### src/sv/csvtok_pkg.sv
package csvtok_pkg;

    localparam int MAX_COLUMNS_DEF = 32;
    localparam int ROW_BITS_DEF    = 16;

    localparam int BYTE_W  = 8;
    localparam int COL_W   = 5;
    localparam int ROW_W   = 16;
    localparam int CCNT_W  = 6;
    localparam int CFG_A_W = 2;

    localparam logic [BYTE_W-1:0] BYTE_CR = 8'd13;
    localparam logic [BYTE_W-1:0] BYTE_LF = 8'd10;

    localparam logic [BYTE_W-1:0] DELIM_RST   = 8'd44;
    localparam logic [BYTE_W-1:0] QUOTE_RST   = 8'd34;
    localparam logic [CCNT_W-1:0] COLCNT_RST  = 6'd1;

    localparam logic [CFG_A_W-1:0] REG_DELIMITER    = 2'd0;
    localparam logic [CFG_A_W-1:0] REG_QUOTE_CHAR   = 2'd1;
    localparam logic [CFG_A_W-1:0] REG_COLUMN_COUNT = 2'd2;
    localparam logic [CFG_A_W-1:0] REG_HAS_HEADER   = 2'd3;

    localparam logic ACT_BYTE   = 1'b0;
    localparam logic ACT_FINISH = 1'b1;

    typedef enum logic [1:0] {
        KIND_BYTE    = 2'd0,
        KIND_END     = 2'd1,
        KIND_ABANDON = 2'd2
    } kind_t;

    typedef enum logic [4:0] {
        MODE_START      = 5'b00001,
        MODE_SKIP       = 5'b00010,
        MODE_PLAIN      = 5'b00100,
        MODE_QUOTED     = 5'b01000,
        MODE_QUOTE_SEEN = 5'b10000
    } mode_t;

    typedef struct packed {
        kind_t             kind;
        logic [BYTE_W-1:0] content_byte;
        logic [COL_W-1:0]  column_index;
        logic [ROW_W-1:0]  row_index;
        logic              is_header;
        logic              row_last;
    } result_t;

endpackage

### src/sv/csv_field_tokenizer.sv
// Streaming CSV tokenizer. Each input beat carries one text byte (action 0) or a
// finish event (action 1) and yields at most one result beat: an unescaped content
// byte, a field-end mark with column, row, header flag and last-in-row flag, or an
// abandon mark when the stream finishes inside an open quoted field. One beat is
// taken every clock while s_ready is high; the tokenizer state is updated in the cycle of
// acceptance and the result lands in an output register backed by a one-entry skid
// register, so s_ready only drops while both are full. Write the configuration
// registers only while no beats are in flight.
module csv_field_tokenizer #(
    parameter int MAX_COLUMNS = csvtok_pkg::MAX_COLUMNS_DEF,
    parameter int ROW_BITS    = csvtok_pkg::ROW_BITS_DEF
) (
    input  logic                               aclk,
    input  logic                               aresetn,

    input  logic                               cfg_wr_en,
    input  logic [csvtok_pkg::CFG_A_W-1:0]     cfg_index,
    input  logic [csvtok_pkg::BYTE_W-1:0]      cfg_wdata,

    input  logic                               s_valid,
    output logic                               s_ready,
    input  logic                               s_action,
    input  logic [csvtok_pkg::BYTE_W-1:0]      s_text_byte,

    output logic                               m_valid,
    input  logic                               m_ready,
    output logic [1:0]                         m_kind,
    output logic [csvtok_pkg::BYTE_W-1:0]      m_content_byte,
    output logic [csvtok_pkg::COL_W-1:0]       m_column_index,
    output logic [csvtok_pkg::ROW_W-1:0]       m_row_index,
    output logic                               m_is_header,
    output logic                               m_row_last
);
    import csvtok_pkg::*;

    localparam int CNT_W  = (MAX_COLUMNS > 1) ? $clog2(MAX_COLUMNS) : 1;
    localparam int MAXC_W = $clog2(MAX_COLUMNS + 1);
    localparam int EFF_W  = (MAXC_W > CCNT_W) ? MAXC_W : CCNT_W;
    localparam logic [EFF_W-1:0] MAXC = EFF_W'(MAX_COLUMNS);

    logic [BYTE_W-1:0] delim_reg;
    logic [BYTE_W-1:0] quote_reg;
    logic [CCNT_W-1:0] colcnt_reg;
    logic              has_header_reg;

    mode_t             mode_reg, mode_next;
    logic [CNT_W-1:0]  col_reg, col_next;
    logic [ROW_BITS-1:0] row_reg, row_next;
    logic              hdr_done_reg, hdr_done_next;

    result_t           out_reg, skid_reg, res;
    logic              m_valid_reg, skid_valid_reg;
    logic              res_valid;

    logic              accept;
    logic              out_fire;
    logic              is_q, is_crlf, is_term;
    logic              at_start, fld_end, last;
    logic [EFF_W-1:0]  cc_ext, eff, col_p1;

    assign accept   = s_valid && s_ready;
    assign out_fire = m_valid_reg && m_ready;
    assign s_ready  = !skid_valid_reg;

    assign is_q    = (s_text_byte == quote_reg);
    assign is_crlf = (s_text_byte == BYTE_CR) || (s_text_byte == BYTE_LF);
    assign is_term = (s_text_byte == delim_reg) || is_crlf;

    assign cc_ext = EFF_W'(colcnt_reg);
    assign eff    = (cc_ext == '0) ? EFF_W'(1) : ((cc_ext > MAXC) ? MAXC : cc_ext);
    assign col_p1 = EFF_W'(col_reg) + EFF_W'(1);
    assign last   = (col_p1 >= eff);

    always_comb begin
        mode_next         = mode_reg;
        res_valid         = 1'b0;
        at_start          = 1'b0;
        fld_end           = 1'b0;
        res.kind          = KIND_BYTE;
        res.content_byte  = s_text_byte;
        res.column_index  = COL_W'(col_reg);
        res.row_index     = ROW_W'(row_reg);
        res.is_header     = !hdr_done_reg;
        res.row_last      = 1'b0;

        if (s_action == ACT_FINISH) begin
            mode_next = MODE_START;
            case (mode_reg)
                MODE_PLAIN, MODE_QUOTE_SEEN: begin
                    fld_end = 1'b1;
                end
                MODE_QUOTED: begin
                    res_valid = 1'b1;
                    res.kind  = KIND_ABANDON;
                end
                default: ;
            endcase
        end else begin
            case (mode_reg)
                MODE_PLAIN: begin
                    if (is_term) begin
                        fld_end   = 1'b1;
                        mode_next = MODE_SKIP;
                    end else begin
                        res_valid = 1'b1;
                    end
                end
                MODE_QUOTED: begin
                    if (is_q) begin
                        mode_next = MODE_QUOTE_SEEN;
                    end else begin
                        res_valid = 1'b1;
                    end
                end
                MODE_QUOTE_SEEN: begin
                    if (is_q) begin
                        mode_next = MODE_QUOTED;
                        res_valid = 1'b1;
                    end else begin
                        fld_end   = 1'b1;
                        mode_next = MODE_SKIP;
                    end
                end
                MODE_SKIP: begin
                    at_start = !is_crlf;
                end
                default: begin
                    at_start = 1'b1;
                end
            endcase

            if (at_start) begin
                if (is_q) begin
                    mode_next = MODE_QUOTED;
                end else if (is_term) begin
                    fld_end   = 1'b1;
                    mode_next = MODE_SKIP;
                end else begin
                    mode_next = MODE_PLAIN;
                    res_valid = 1'b1;
                end
            end
        end

        col_next      = col_reg;
        row_next      = row_reg;
        hdr_done_next = hdr_done_reg;
        if (fld_end) begin
            res_valid        = 1'b1;
            res.kind         = KIND_END;
            res.content_byte = '0;
            res.row_last     = last;
            if (last) begin
                col_next = '0;
                if (!hdr_done_reg) begin
                    hdr_done_next = 1'b1;
                end else if (row_reg != '1) begin
                    row_next = row_reg + ROW_BITS'(1);
                end
            end else begin
                col_next = col_reg + CNT_W'(1);
            end
        end else if (res.kind != KIND_ABANDON) begin
            res.content_byte = res_valid ? s_text_byte : '0;
        end
        if (res.kind == KIND_ABANDON) begin
            res.content_byte = '0;
        end
    end

    // config and tokenizer state
    always_ff @(posedge aclk) begin
        if (!aresetn) begin
            delim_reg      <= DELIM_RST;
            quote_reg      <= QUOTE_RST;
            colcnt_reg     <= COLCNT_RST;
            has_header_reg <= 1'b0;
            mode_reg       <= MODE_START;
            col_reg        <= '0;
            row_reg        <= '0;
            hdr_done_reg   <= 1'b1;
        end else begin
            if (accept) begin
                mode_reg     <= mode_next;
                col_reg      <= col_next;
                row_reg      <= row_next;
            end
            if (cfg_wr_en && (cfg_index == REG_HAS_HEADER)) begin
                hdr_done_reg <= !cfg_wdata[0];
            end else if (accept) begin
                hdr_done_reg <= hdr_done_next;
            end
            if (cfg_wr_en) begin
                case (cfg_index)
                    REG_DELIMITER:    delim_reg      <= cfg_wdata;
                    REG_QUOTE_CHAR:   quote_reg      <= cfg_wdata;
                    REG_COLUMN_COUNT: colcnt_reg     <= cfg_wdata[CCNT_W-1:0];
                    REG_HAS_HEADER:   has_header_reg <= cfg_wdata[0];
                    default: ;
                endcase
            end
        end
    end

    // output register with skid
    always_ff @(posedge aclk) begin
        if (!aresetn) begin
            m_valid_reg    <= 1'b0;
            skid_valid_reg <= 1'b0;
        end else if (skid_valid_reg) begin
            if (out_fire) begin
                skid_valid_reg <= 1'b0;
            end
        end else if (accept && res_valid) begin
            if (m_valid_reg && !m_ready) begin
                skid_valid_reg <= 1'b1;
            end else begin
                m_valid_reg <= 1'b1;
            end
        end else if (out_fire) begin
            m_valid_reg <= 1'b0;
        end
    end

    always_ff @(posedge aclk) begin
        if (skid_valid_reg) begin
            if (out_fire) begin
                out_reg <= skid_reg;
            end
        end else if (accept && res_valid) begin
            if (m_valid_reg && !m_ready) begin
                skid_reg <= res;
            end else begin
                out_reg <= res;
            end
        end
    end

    assign m_valid        = m_valid_reg;
    assign m_kind         = out_reg.kind;
    assign m_content_byte = out_reg.content_byte;
    assign m_column_index = out_reg.column_index;
    assign m_row_index    = out_reg.row_index;
    assign m_is_header    = out_reg.is_header;
    assign m_row_last     = out_reg.row_last;

    a_skid_needs_out: assert property (@(posedge aclk) disable iff (!aresetn)
        skid_valid_reg |-> m_valid_reg)
        else $error("skid entry held without output entry");

    a_abandon_not_last: assert property (@(posedge aclk) disable iff (!aresetn)
        (m_valid && (m_kind == KIND_ABANDON)) |-> (!m_row_last && (m_content_byte == '0)))
        else $error("abandon beat carries row_last or data");

    a_wrap_clears_col: assert property (@(posedge aclk) disable iff (!aresetn)
        (accept && fld_end && last) |=> (col_reg == '0))
        else $error("column did not wrap on last field");

    a_header_needs_cfg: assert property (@(posedge aclk) disable iff (!aresetn)
        !has_header_reg |-> hdr_done_reg)
        else $error("header row open without header enabled");

    a_row_monotonic: assert property (@(posedge aclk) disable iff (!aresetn)
        $past(aresetn) |-> (row_reg >= $past(row_reg)))
        else $error("row counter went backwards");

endmodule
### config.mk
export PLATFORM = sky130hd
export DESIGN_NAME = csv_field_tokenizer
export DESIGN_NICKNAME = d
export VERILOG_FILES = /design/src/sv/csvtok_pkg.sv /design/src/sv/csv_field_tokenizer.sv
export SDC_FILE = /design/constraint.sdc
export NUM_CORES = 1
export LEC_CHECK = 0
export BUFFER_PORTS_ARGS = -buffer_cell sky130_fd_sc_hd__buf_4
export CORE_MARGIN = 1
export CORE_UTILIZATION = 55
export CTS_CLUSTER_DIAMETER = 50
export DETAILED_ROUTE_END_ITERATION = 10
export HOLD_SLACK_MARGIN = 0.06
export MAX_ROUTING_LAYER = met4
export PLACE_DENSITY = 0.78
export SLEW_MARGIN = 15
export SYNTH_ARGS = -nofsm -noshare
export SYNTH_HDL_FRONTEND = slang
export SYNTH_SLANG_ARGS = --single-unit
### constraint.sdc
create_clock -name aclk -period 6.42 [get_ports aclk]
set_input_delay 0.642 -clock aclk [delete_from_list [all_inputs] [get_ports aclk]]
set_output_delay 0.642 -clock aclk [all_outputs]
set_load 0.02 [all_outputs]
# Yosys cells after proc, flatten, opt, wreduce, memory -nomap -nowiden
# Index checks and enable logic that the tools add are counted.
# word_totals
latchBits	0
inputBits	24
mem_bits_ro	0
ramBits	0
output_inout_bits	35
n_memories	0
register_bits	117
# classes
n_mux	53
div	0
n_reduce_logical	32
mul	0
bitwise_logic	1
n_addsub	3
n_lt_le_gt_ge	2
n_shift	0
n_eq_ne	19
# ops
op	count
two-way mux 33 bit	4
two-way mux 8 bit	4
two-way mux 1 bit	28
two-way mux 5 bit	5
adder 16 x 1 -> 16 bit, second input constant	1
== test 8 x 4 -> 1 bit, second input constant	2
== test 8 bit	2
!= test 16 bit, second input constant	1
one-hot mux 5 bit (3 select lines)	1
two-way mux 6 bit	2
AND reduction 3 bit	4
nonzero test 2 bit	5
two-way mux 4 bit	2
!= test 4 bit, second input constant	2
AND reduction 2 bit	4
adder 5 x 1 -> 6 bit, second input constant	1
== test 2 bit, second input constant	3
>= comparator 6 bit	1
> comparator 6 bit, second input constant	1
zero test 6 bit	1
two-way mux 2 bit	3
!= test 2 bit, second input constant	3
adder 5 x 1 -> 5 bit, second input constant	1
== test 5 x 2 -> 1 bit, second input constant	1
18 further kinds	28

# Longest topological paths before layout
# Gate-level depths: netlist of run 1.
# logic_depth
depth_word	16
ltp_mapped	11
mapped_depth_nobuf	11

# Worst setup path before layout of run 1
# Ideal clock, no wire load.
# synth_path
kind	input -> register
startpoint	in s_text_byte[4] in the netlist's numbering
endpoint	reg skid_reg[0] in the netlist's numbering, enable pin
cell_stages	8
arrival_time_ns	5.217
path_buffers	1
slack_ns	0.694
setup_ns	0.509
cell_sequence	nor4_2 > o211ai_1 > a21boi_1 > or4_4 > nand2_1 > buf_2 > nor2_1 > nor4_1
# synth_between
elab_chain_cells	12
word_cells_on_any_way	26
# synth_rtl
element	line_no	rtl
start: declaration	csv_field_tokenizer.sv:23	input logic [csvtok_pkg::BYTE_W-1:0] s_text_byte,
== test 8 x 4 -> 1 bit	csv_field_tokenizer.sv:66	assign is_crlf = (s_text_byte == BYTE_CR) || (s_text_byte == BYTE_LF);
logical OR 1 bit	csv_field_tokenizer.sv:66	
logical OR 1 bit	csv_field_tokenizer.sv:67	assign is_term = (s_text_byte == delim_reg) || is_crlf;
two-way mux 1 bit	csv_field_tokenizer.sv:101	if (is_term) begin
one-hot mux 1 bit (2 select lines)	csv_field_tokenizer.sv:99	case (mode_reg)
two-way mux 1 bit	csv_field_tokenizer.sv:135	end else if (is_term) begin
two-way mux 1 bit	csv_field_tokenizer.sv:133	if (is_q) begin
two-way mux 1 bit (*)	csv_field_tokenizer.sv:132	if (at_start) begin
two-way mux 1 bit (*)	csv_field_tokenizer.sv:86	if (s_action == ACT_FINISH) begin
named net fld_end	csv_field_tokenizer.sv:58	logic at_start, fld_end, last;
two-way mux 1 bit (*)	csv_field_tokenizer.sv:148	if (fld_end) begin
logical AND 1 bit (*)	csv_field_tokenizer.sv:230	end else if (accept && res_valid) begin
AND reduction 3 bit (no source line) (*)	n/a	
end signal: assignment	csv_field_tokenizer.sv:232	skid_reg <= res;
end: declaration	csv_field_tokenizer.sv:51	result_t out_reg, skid_reg, res;
# Mark *: on every way through the listed nets, which the timed path passes. The rest lies on a longest branch. The select of a mux whose other input is x is not followed.
# A chain may end at the register's enable or synchronous reset.

# Worst setup path in the final report of run 1
# layout_path
startpoint	reg delim_reg[1]
endpoint	reg out_reg, in the netlist m_content_byte[5], enable pin
# layout_between
elab_chain_cells	12
word_cells_on_any_way	18
# layout_rtl
element	line_no	rtl
start: declaration	csv_field_tokenizer.sv:41	logic [BYTE_W-1:0] delim_reg;
start signal: assignment	csv_field_tokenizer.sv:195	REG_DELIMITER: delim_reg <= cfg_wdata;
== test 8 bit (*)	csv_field_tokenizer.sv:67	
logical OR 1 bit (*)	csv_field_tokenizer.sv:67	
two-way mux 1 bit	csv_field_tokenizer.sv:101	
one-hot mux 1 bit (3 select lines) or one-hot mux 1 bit (2 select lines) (tied branches)	csv_field_tokenizer.sv:99	
two-way mux 1 bit	csv_field_tokenizer.sv:135	
two-way mux 1 bit	csv_field_tokenizer.sv:133	
two-way mux 1 bit	csv_field_tokenizer.sv:132	
two-way mux 1 bit	csv_field_tokenizer.sv:86	
two-way mux 1 bit (*)	csv_field_tokenizer.sv:148	
logical AND 1 bit (*)	csv_field_tokenizer.sv:230	
nonzero test 2 bit (no source line) (*)	n/a	
AND reduction 3 bit (no source line) (*)	n/a	
end signal: assignment	csv_field_tokenizer.sv:228	out_reg <= skid_reg;
end signal: assignment	csv_field_tokenizer.sv:234	out_reg <= res;
end: declaration	csv_field_tokenizer.sv:51	
# Every way passes the cells marked *; elsewhere a longest branch is shown, timed or not.

==> results of run 1 <==
[cells in the mapped netlist (3+ instances only)]
master      n
o31ai_1     6
nand3_1    18
nand2_1    54
or4_1       7
clkbuf_1   17
ha_1        8
nand4_1     8
inv_1      10
and3_1      3
o21ai_0    12
a31o_2      8
a21oi_1    25
nor2_1     34
xor2_1      9
dfxtp_1    51
xnor2_1    11
edfxtp_1   66
nand2b_1    7
or3_1       4
o21a_1      3
o211ai_1    4
nor4_1      7
mux2i_1    26
o2bb2ai_1   3
and2_1     19
nand3b_1    3
mux2_2     21
[power groups by stage]
stage               logic, mW  clock network [mW]  registers [mW]
floorplan              0.0660                   0           0.853
global placement        0.133                   0           0.838
detailed placement      0.136                   0           0.839
CTS                     0.137               0.871           0.824
global route            0.148               0.907           0.826
finish                  0.137               0.865           0.824
[how the worst max path moves through the flow]
stage                         startpoint                     endpoint  slack (ns)  cells after the start
6_report       delim_reg[1]$_SDFFE_PN0P_  m_content_byte[5]$_DFFE_PP_        3.06                      8
5_1_grt          col_reg[0]$_SDFFE_PN0P_     row_reg[11]$_SDFFE_PN0P_        2.83                      9
4_1_cts        delim_reg[1]$_SDFFE_PN0P_  m_column_index[0]$_DFFE_PP_        3.06                      8
3_5_place_dp              s_text_byte[3]  m_content_byte[4]$_DFFE_PP_        2.65                      9
3_3_place_gp              s_text_byte[4]  m_content_byte[5]$_DFFE_PP_        2.78                      9
2_1_floorplan             s_text_byte[4]        skid_reg[0]$_DFFE_PP_        0.69                      8
[per-layer routing]
metal	global-route usage [%]	wire, µm
met2	38.8	5680
met5	-	0
met1	33.3	5320
met3	5.15	575
met4	9.92	194
[final cells by class]
type	count	area [µm²]	area share [%]
flip-flops and latches	117	3000	46.7
multi-input cells	329	2200	34.2
clock buffers	27	502	7.81
repair buffers	63	473	7.36
well taps	129	161	2.51
clock inverters	5	48.8	0.759
inverters	11	41.3	0.642
[worst min-delay path, delay by kind of cell]
kind	cells	cell delay (ns)
simple gates	2	0.11
buf+inv	1	0.09
[kinds of logic (layout without fill, tap and decap cells)]
group,Yosys count,count (layout)
compound gates,72,72
buf+inv,32,106
fa+ha+maj,8,8
simple gates,182,182
xor+xnor,20,20
flops,117,117
mux,47,47
[per-stage QoR]
stage          cells  setup WS [ns]  total power, mW  instance area [µm²]  hold WS, ns
4_1_cts          681           3.06             1.83                 6430        0.364
5_1_grt          681           2.83             1.88                 6430        0.391
2_1_floorplan    478          0.694            0.919                 5320        0.444
6_report         681           3.06             1.83                 6430        0.372
3_5_place_dp     649           2.65            0.975                 5880        0.462
3_3_place_gp     649           2.78            0.971                 5880        0.455
==> flow_summary.yaml, run 1 <==
final_layout:
  fin_nets: 571
  mostFrequentLayoutCells: "66 x edfxtp_1, 63 x buf_4, 54 x nand2_1"
  post-route-util_pct: 69.2
  fillers: 661
  num_antenna_cells: 0
  syn_to_final_growth_pct: 20.8
  largest_reg_flops: 33
  final_common_cell: "edfxtp_1"
  drive_gt1_share_pct: 22.8
power:
  seqPwrFrac_pct: 45.1
  p_switching_uw: 399
  p_per_area_nw_per_um2: 284
  combinationalPowerShare_pct: 7.5
  ir_worst_vdd_v: 0.000209
  switching_share_pct: 21.8
  p_int_mw: 1.43
  p_leak_nw: 2.45
  p_clk_share_pct: 47.4
die:
  die_y_um: 100
  core.rowCount: 35
  initial_utilization_pct: 57.3
  core_um2: 9280
  die_area_um2: 10100
  io_pins: 59
  die_w_um: 100
setup_path:
  worstPathCellList: "xor2_1, nor4_1, a21boi_1, or4_4, nand2_1, nor2_1, o21ai_2, buf_4"
  critPathRequiredTime_ns: 6.60
  slowest_stage: "or4_4"
  crit_path_start_kind: "flop"
  crit_path_max_fanout: 22
  max_stage_delay_ns: 0.54
  rrSetupSlack_ns: 3.06
  timing.rr.end: "m_content_byte[5]$_DFFE_PP_"
  regToRegStartpoint: "delim_reg[1]$_SDFFE_PN0P_"
  critPathArrivalTime_ns: 3.53
  end_kind: "flop"
  cp_top_family: "simple AND/OR/NAND/NOR gates"
  crit_type: "flop to flop"
  critPathBufInv: 1
  rr_worst_depth: 8
sta:
  clock_skew_ns: 0.0102
  rsz0062_at_grt: "false"
  final.setup.tns_ns: 0
  slew_viol_final: 0
  period_minus_slack_ns: 3.36
  worst_slew_pin_slew_ns: 1.03
  final_hold_viol_count: 0
  setup_viol: 0
  slew_headroom_pct: 31.2
  fmax_mhz: 298
  post-route-period-util_pct: 52.3
min_path:
  min_path_cells: 3
  hold_class: "input port to flop"
  hold_end: "quote_reg[1]$_SDFFE_PN1P_"
  worstHoldStart: "cfg_wdata[1]"
clocking:
  cts_resized: 0
  cts_root_buf: "clkbuf_8"
  clk_pin_slew_ns: 0.05
  clkLatencyLatePin_ns: 0.51
  cts.path.max_buffers: 2
  cts_tree: "built"
  cts_sinks: 117
  cts_hold_buf: 0
  postCtsSetupBuffers: 0
  cts.htree.levels: 4
  cts_buffers: 17
routing:
  wirelength_um: 11800
  drcViolationCount: 0
  drt.antenna.violating_nets: 0
  wl_per_cell_um: 17.3
  drt_iter0_drc: 245
  vias: 3983
  vias_per_cell: 5.85
  drt-pass1-iter-count: 5
yosys:
  synth_top_area_share_pct: 37.3
  synth_nets: 510
  netlist_area_um2: 5320
  muxShareOfSynthArea_pct: 9.34
  synth_adder_area_share_pct: 1.88
  synth-seq-cells: 117
  netlist_top_cells_area: "edfxtp_1 37%, dfxtp_1 19%, mux2i_1 4.9%, mux2_2 4.4%, nand2_1 3.8%"
  synth_ff_type: "edfxtp_1"
  synth_compound_area_share_pct: 8.94
  synth-edff-count: 66
  synthXorXnorAreaFrac_pct: 3.29
  synth_top_family_by_area: "simple AND/OR/NAND/NOR gates"
  synth_area_leader_cell: "edfxtp_1"
  syn_inst: 478
  ys.warnings.count: 0
  seq_area_frac_synth_pct: 56.4
  synthDistinctLibCells: 53
  async_flop_share_pct: 0
  syn-mean-instance-area_um2: 11.1
  yosys.area_share.simple_pct: 17.7
global_route:
  antenna_found_initial: 0
  track_usage_pct: 25.4
  grt_max_degree: 36
  overflow: 0
  first_global_vias: 3858
  grt_pass1_wl_um: 18900
status:
  outcome: "finished, final reports clean"
placed_design:
  routabilityCongestion: 0.937
  dpl.hpwl_um: 7810
  numPortBuffers: 58
job:
  cap_violations: 0
Note: power is estimated with default switching activity, not from simulation.
==> run 2, diff against run 1 <==
--- a/config.mk
+++ b/config.mk
@@ -5,9 +5,10 @@
 export SDC_FILE = /design/constraint.sdc
 export NUM_CORES = 1
 export LEC_CHECK = 0
+export ABC_AREA = 1
 export BUFFER_PORTS_ARGS = -buffer_cell sky130_fd_sc_hd__buf_4
 export CORE_MARGIN = 1
-export CORE_UTILIZATION = 55
+export CORE_UTILIZATION = 53
 export CTS_CLUSTER_DIAMETER = 50
 export DETAILED_ROUTE_END_ITERATION = 10
 export HOLD_SLACK_MARGIN = 0.06
==> constraint.sdc (replaced) <==
create_clock -name aclk -period 2.9 [get_ports aclk]
set_input_delay 0.29 -clock aclk [delete_from_list [all_inputs] [get_ports aclk]]
set_output_delay 0.29 -clock aclk [all_outputs]
set_load 0.02 [all_outputs]
==> run 2 against run 1 <==
Net effect: routed wire length up 5.3%; clock power rose to 2.6 times the previous value; sequential power up 130%; critical endpoint is now row_reg[11]$_SDFFE_PN0P_; highest routed layer unchanged.
==> flow_summary.yaml, run 2 <==
status:
  outcome: "finished, final reports clean"
die:
  core.rowCount: 37
  core_um2: 10300
  io_pins: 59
  die_w_um: 105
  die_y_um: 105
  die_area_um2: 11000
  initial_utilization_pct: 54.6
yosys:
  netlist_top_cells_area: "edfxtp_1 35%, dfxtp_1 18%, nand2_1 11%, o21ai_0 5.5%, inv_1 4.1%"
  yosysMostFrequentCell: "nand2_1"
  syn_inst: 647
  synth_adder_area_share_pct: 1.78
  seq_area_frac_synth_pct: 53.5
  synth_compound_area_share_pct: 10.3
  synthXorXnorAreaFrac_pct: 3.90
  synthDistinctLibCells: 36
  synth-seq-cells: 117
  synthTopCellsByCount: "157 x nand2_1, 66 x edfxtp_1, 62 x inv_1, 62 x o21ai_0, 58 x nor2_1"
  synth_area_leader_cell: "edfxtp_1"
  synth_nets: 679
  synth_top_family_by_area: "simple AND/OR/NAND/NOR gates"
  netlist_area_um2: 5610
  muxShareOfSynthArea_pct: 0
  synth_ff_type: "edfxtp_1"
  synth_top_area_share_pct: 35.3
  ys.warnings.count: 0
  yosys.area_share.simple_pct: 23.7
  synth-edff-count: 66
  async_flop_share_pct: 0
  syn-mean-instance-area_um2: 8.67
placed_design:
  routabilityCongestion: 0.893
  numPortBuffers: 58
  dpl.hpwl_um: 8310
  place_ws_ns: 0.141
sta:
  period_minus_slack_ns: 2.65
  clock_skew_ns: 0.00777
  final.setup.tns_ns: 0
  final_hold_viol_count: 0
  slew_headroom_pct: 50.9
  layout_setup_ws_ns: 0.250
  setup_viol: 0
  worst_slew_pin_slew_ns: 0.735
  rsz0062_at_grt: "false"
  fmax_mhz: 377
  post-route-period-util_pct: 91.4
  slew_viol_final: 0
routing:
  vias: 4629
  vias_per_cell: 5.32
  drcViolationCount: 0
  wirelength_um: 12400
  drt_iter0_drc: 333
  drt.antenna.violating_nets: 0
  wl_per_cell_um: 14.2
  drt-pass1-iter-count: 5
power:
  finalPower_mw: 4.60
  p_per_area_nw_per_um2: 664
  p_leak_nw: 2.90
  ir_worst_vdd_v: 0.000430
setup_path:
  crit_path_max_fanout: 15
  critPathArrivalTime_ns: 3.02
  critPathRequiredTime_ns: 3.27
  crit_type: "flop to flop"
  end_kind: "flop"
  startpoint: "col_reg[0]$_SDFFE_PN0P_"
  regToRegStartpoint: "col_reg[0]$_SDFFE_PN0P_"
  crit_path_start_kind: "flop"
final_layout:
  mostFrequentLayoutCells: "157 x nand2_1, 66 x edfxtp_1, 64 x buf_4"
  largest_reg_flops: 33
  ff_latch_area_um2: 3000
  final_common_cell: "nand2_1"
  syn_to_final_growth_pct: 23.5
  multi_input_area_um2: 2240
  drive_gt1_share_pct: 17.7
  post-route-util_pct: 67.4
  fillers: 799
  num_antenna_cells: 0
  fin_nets: 753
clocking:
  cts_sinks: 117
  cts_tree: "built"
  cts.path.max_buffers: 2
  clkLatencyLatePin_ns: 0.53
  cts.htree.levels: 4
  cts_buffers: 17
  cts_root_buf: "clkbuf_8"
  clk_pin_slew_ns: 0.06
  postCtsSetupBuffers: 0
global_route:
  first_global_vias: 4458
  grt_max_degree: 57
  track_usage_pct: 25.1
  antenna_found_initial: 0
  grt_pass1_wl_um: 20900
  overflow: 0
min_path:
  worstHoldStart: "m_ready"
  hold_class: "input port to flop"
job:
  cap_violations: 0
[run 2: changes by cell type in the layout (fill, tap and decap cells not counted), sizes merged, moves of 14 or more]
cell	previous run	this run
mux2	21	0
nor3	2	19
nor2	34	64
o21ai	12	65
mux2i	26	0
inv	10	73
and2	19	0
nand2	54	160
a21oi	25	39
nand3	18	43
[run 2: critical path, cell delays in order (launching register included)]
cell and delay (ns):
dfxtp_1 0.43, ha_1 0.21, nand2_1 0.07, nor2_1 0.14, xor2_1 0.27, ha_1 0.28
nand2_1 0.09, nor2_1 0.06, a211oi_1 0.22, nand3_2 0.25, nand3_4 0.19, nor2_4 0.10
nand3_1 0.09, a21oi_1 0.09
[run 2: cells by family after synthesis]
logic type / count (synthesis)
AND/OR/NAND/NOR: 292
flip-flops: 117
adder cells (fa/ha/maj): 8
buffers and inverters: 93
AO/OA/AOI/OAI: 112
XOR/XNOR: 25
[run 2: worst paths after layout]
kind | to | slack, ns | depth (start not counted)
worst max-delay path | row_reg[11]$_SDFFE_PN0P_ | 0.25 | 13
worst max register to register | row_reg[11]$_SDFFE_PN0P_ | 0.25 | 13
worst min register to register | skid_reg[16]$_DFFE_PP_ | 0.46 | 0
worst min-delay path | skid_valid_reg$_SDFF_PN0_ | 0.07 | 4
[run 2: power breakdown]
part	total [mW]	switching, mW	leakage [nW]	internal (mW)
Sequential	1.86	0.0324	1.07	1.83
Combinational	0.448	0.286	1.52	0.162
Clock	2.29	0.701	0.314	1.59
Total	4.60	1.02	2.90	3.58
[run 2: timing repair]
| item | CTS | global route |
|---|---|---|
| hold endpoints to repair | 15 | 0 |
| resized for setup | 0 | 2 |
| endpoints found under the setup margin | 0 | 16 |
| hold buffers | 8 | 0 |
[run 2: cell type report]
| cell class | count | share of cell area, % |
|---|---|---|
| clock buffer | 23 | 6.45 |
| clock inverter | 9 | 2.87 |
| inverter | 75 | 4.10 |
| multi-input combinational | 437 | 32.4 |
| sequential | 117 | 43.4 |
| tap | 136 | 2.46 |
| timing repair buffer | 73 | 8.38 |
[run 2: through the flow]
stage               instance area, µm²  std cells  hold slack (ns)
floorplan                         5610        647            0.416
global placement                  6190        830            0.436
detailed placement                6190        830            0.447
CTS                               6910        870           0.0601
global route                      6930        870           0.0811
finish                            6930        870           0.0744
[run 2: per-layer routing]
metal  vias to the layer above  part of all wire (%)  GRT usage (%)
li1                       2300                     -              -
met5                         -                     0              -
met4                         0                   2.6           12.4
met3                        29                   5.5           6.05
met2                       160                    49           39.8
met1                      2140                    43           30.2
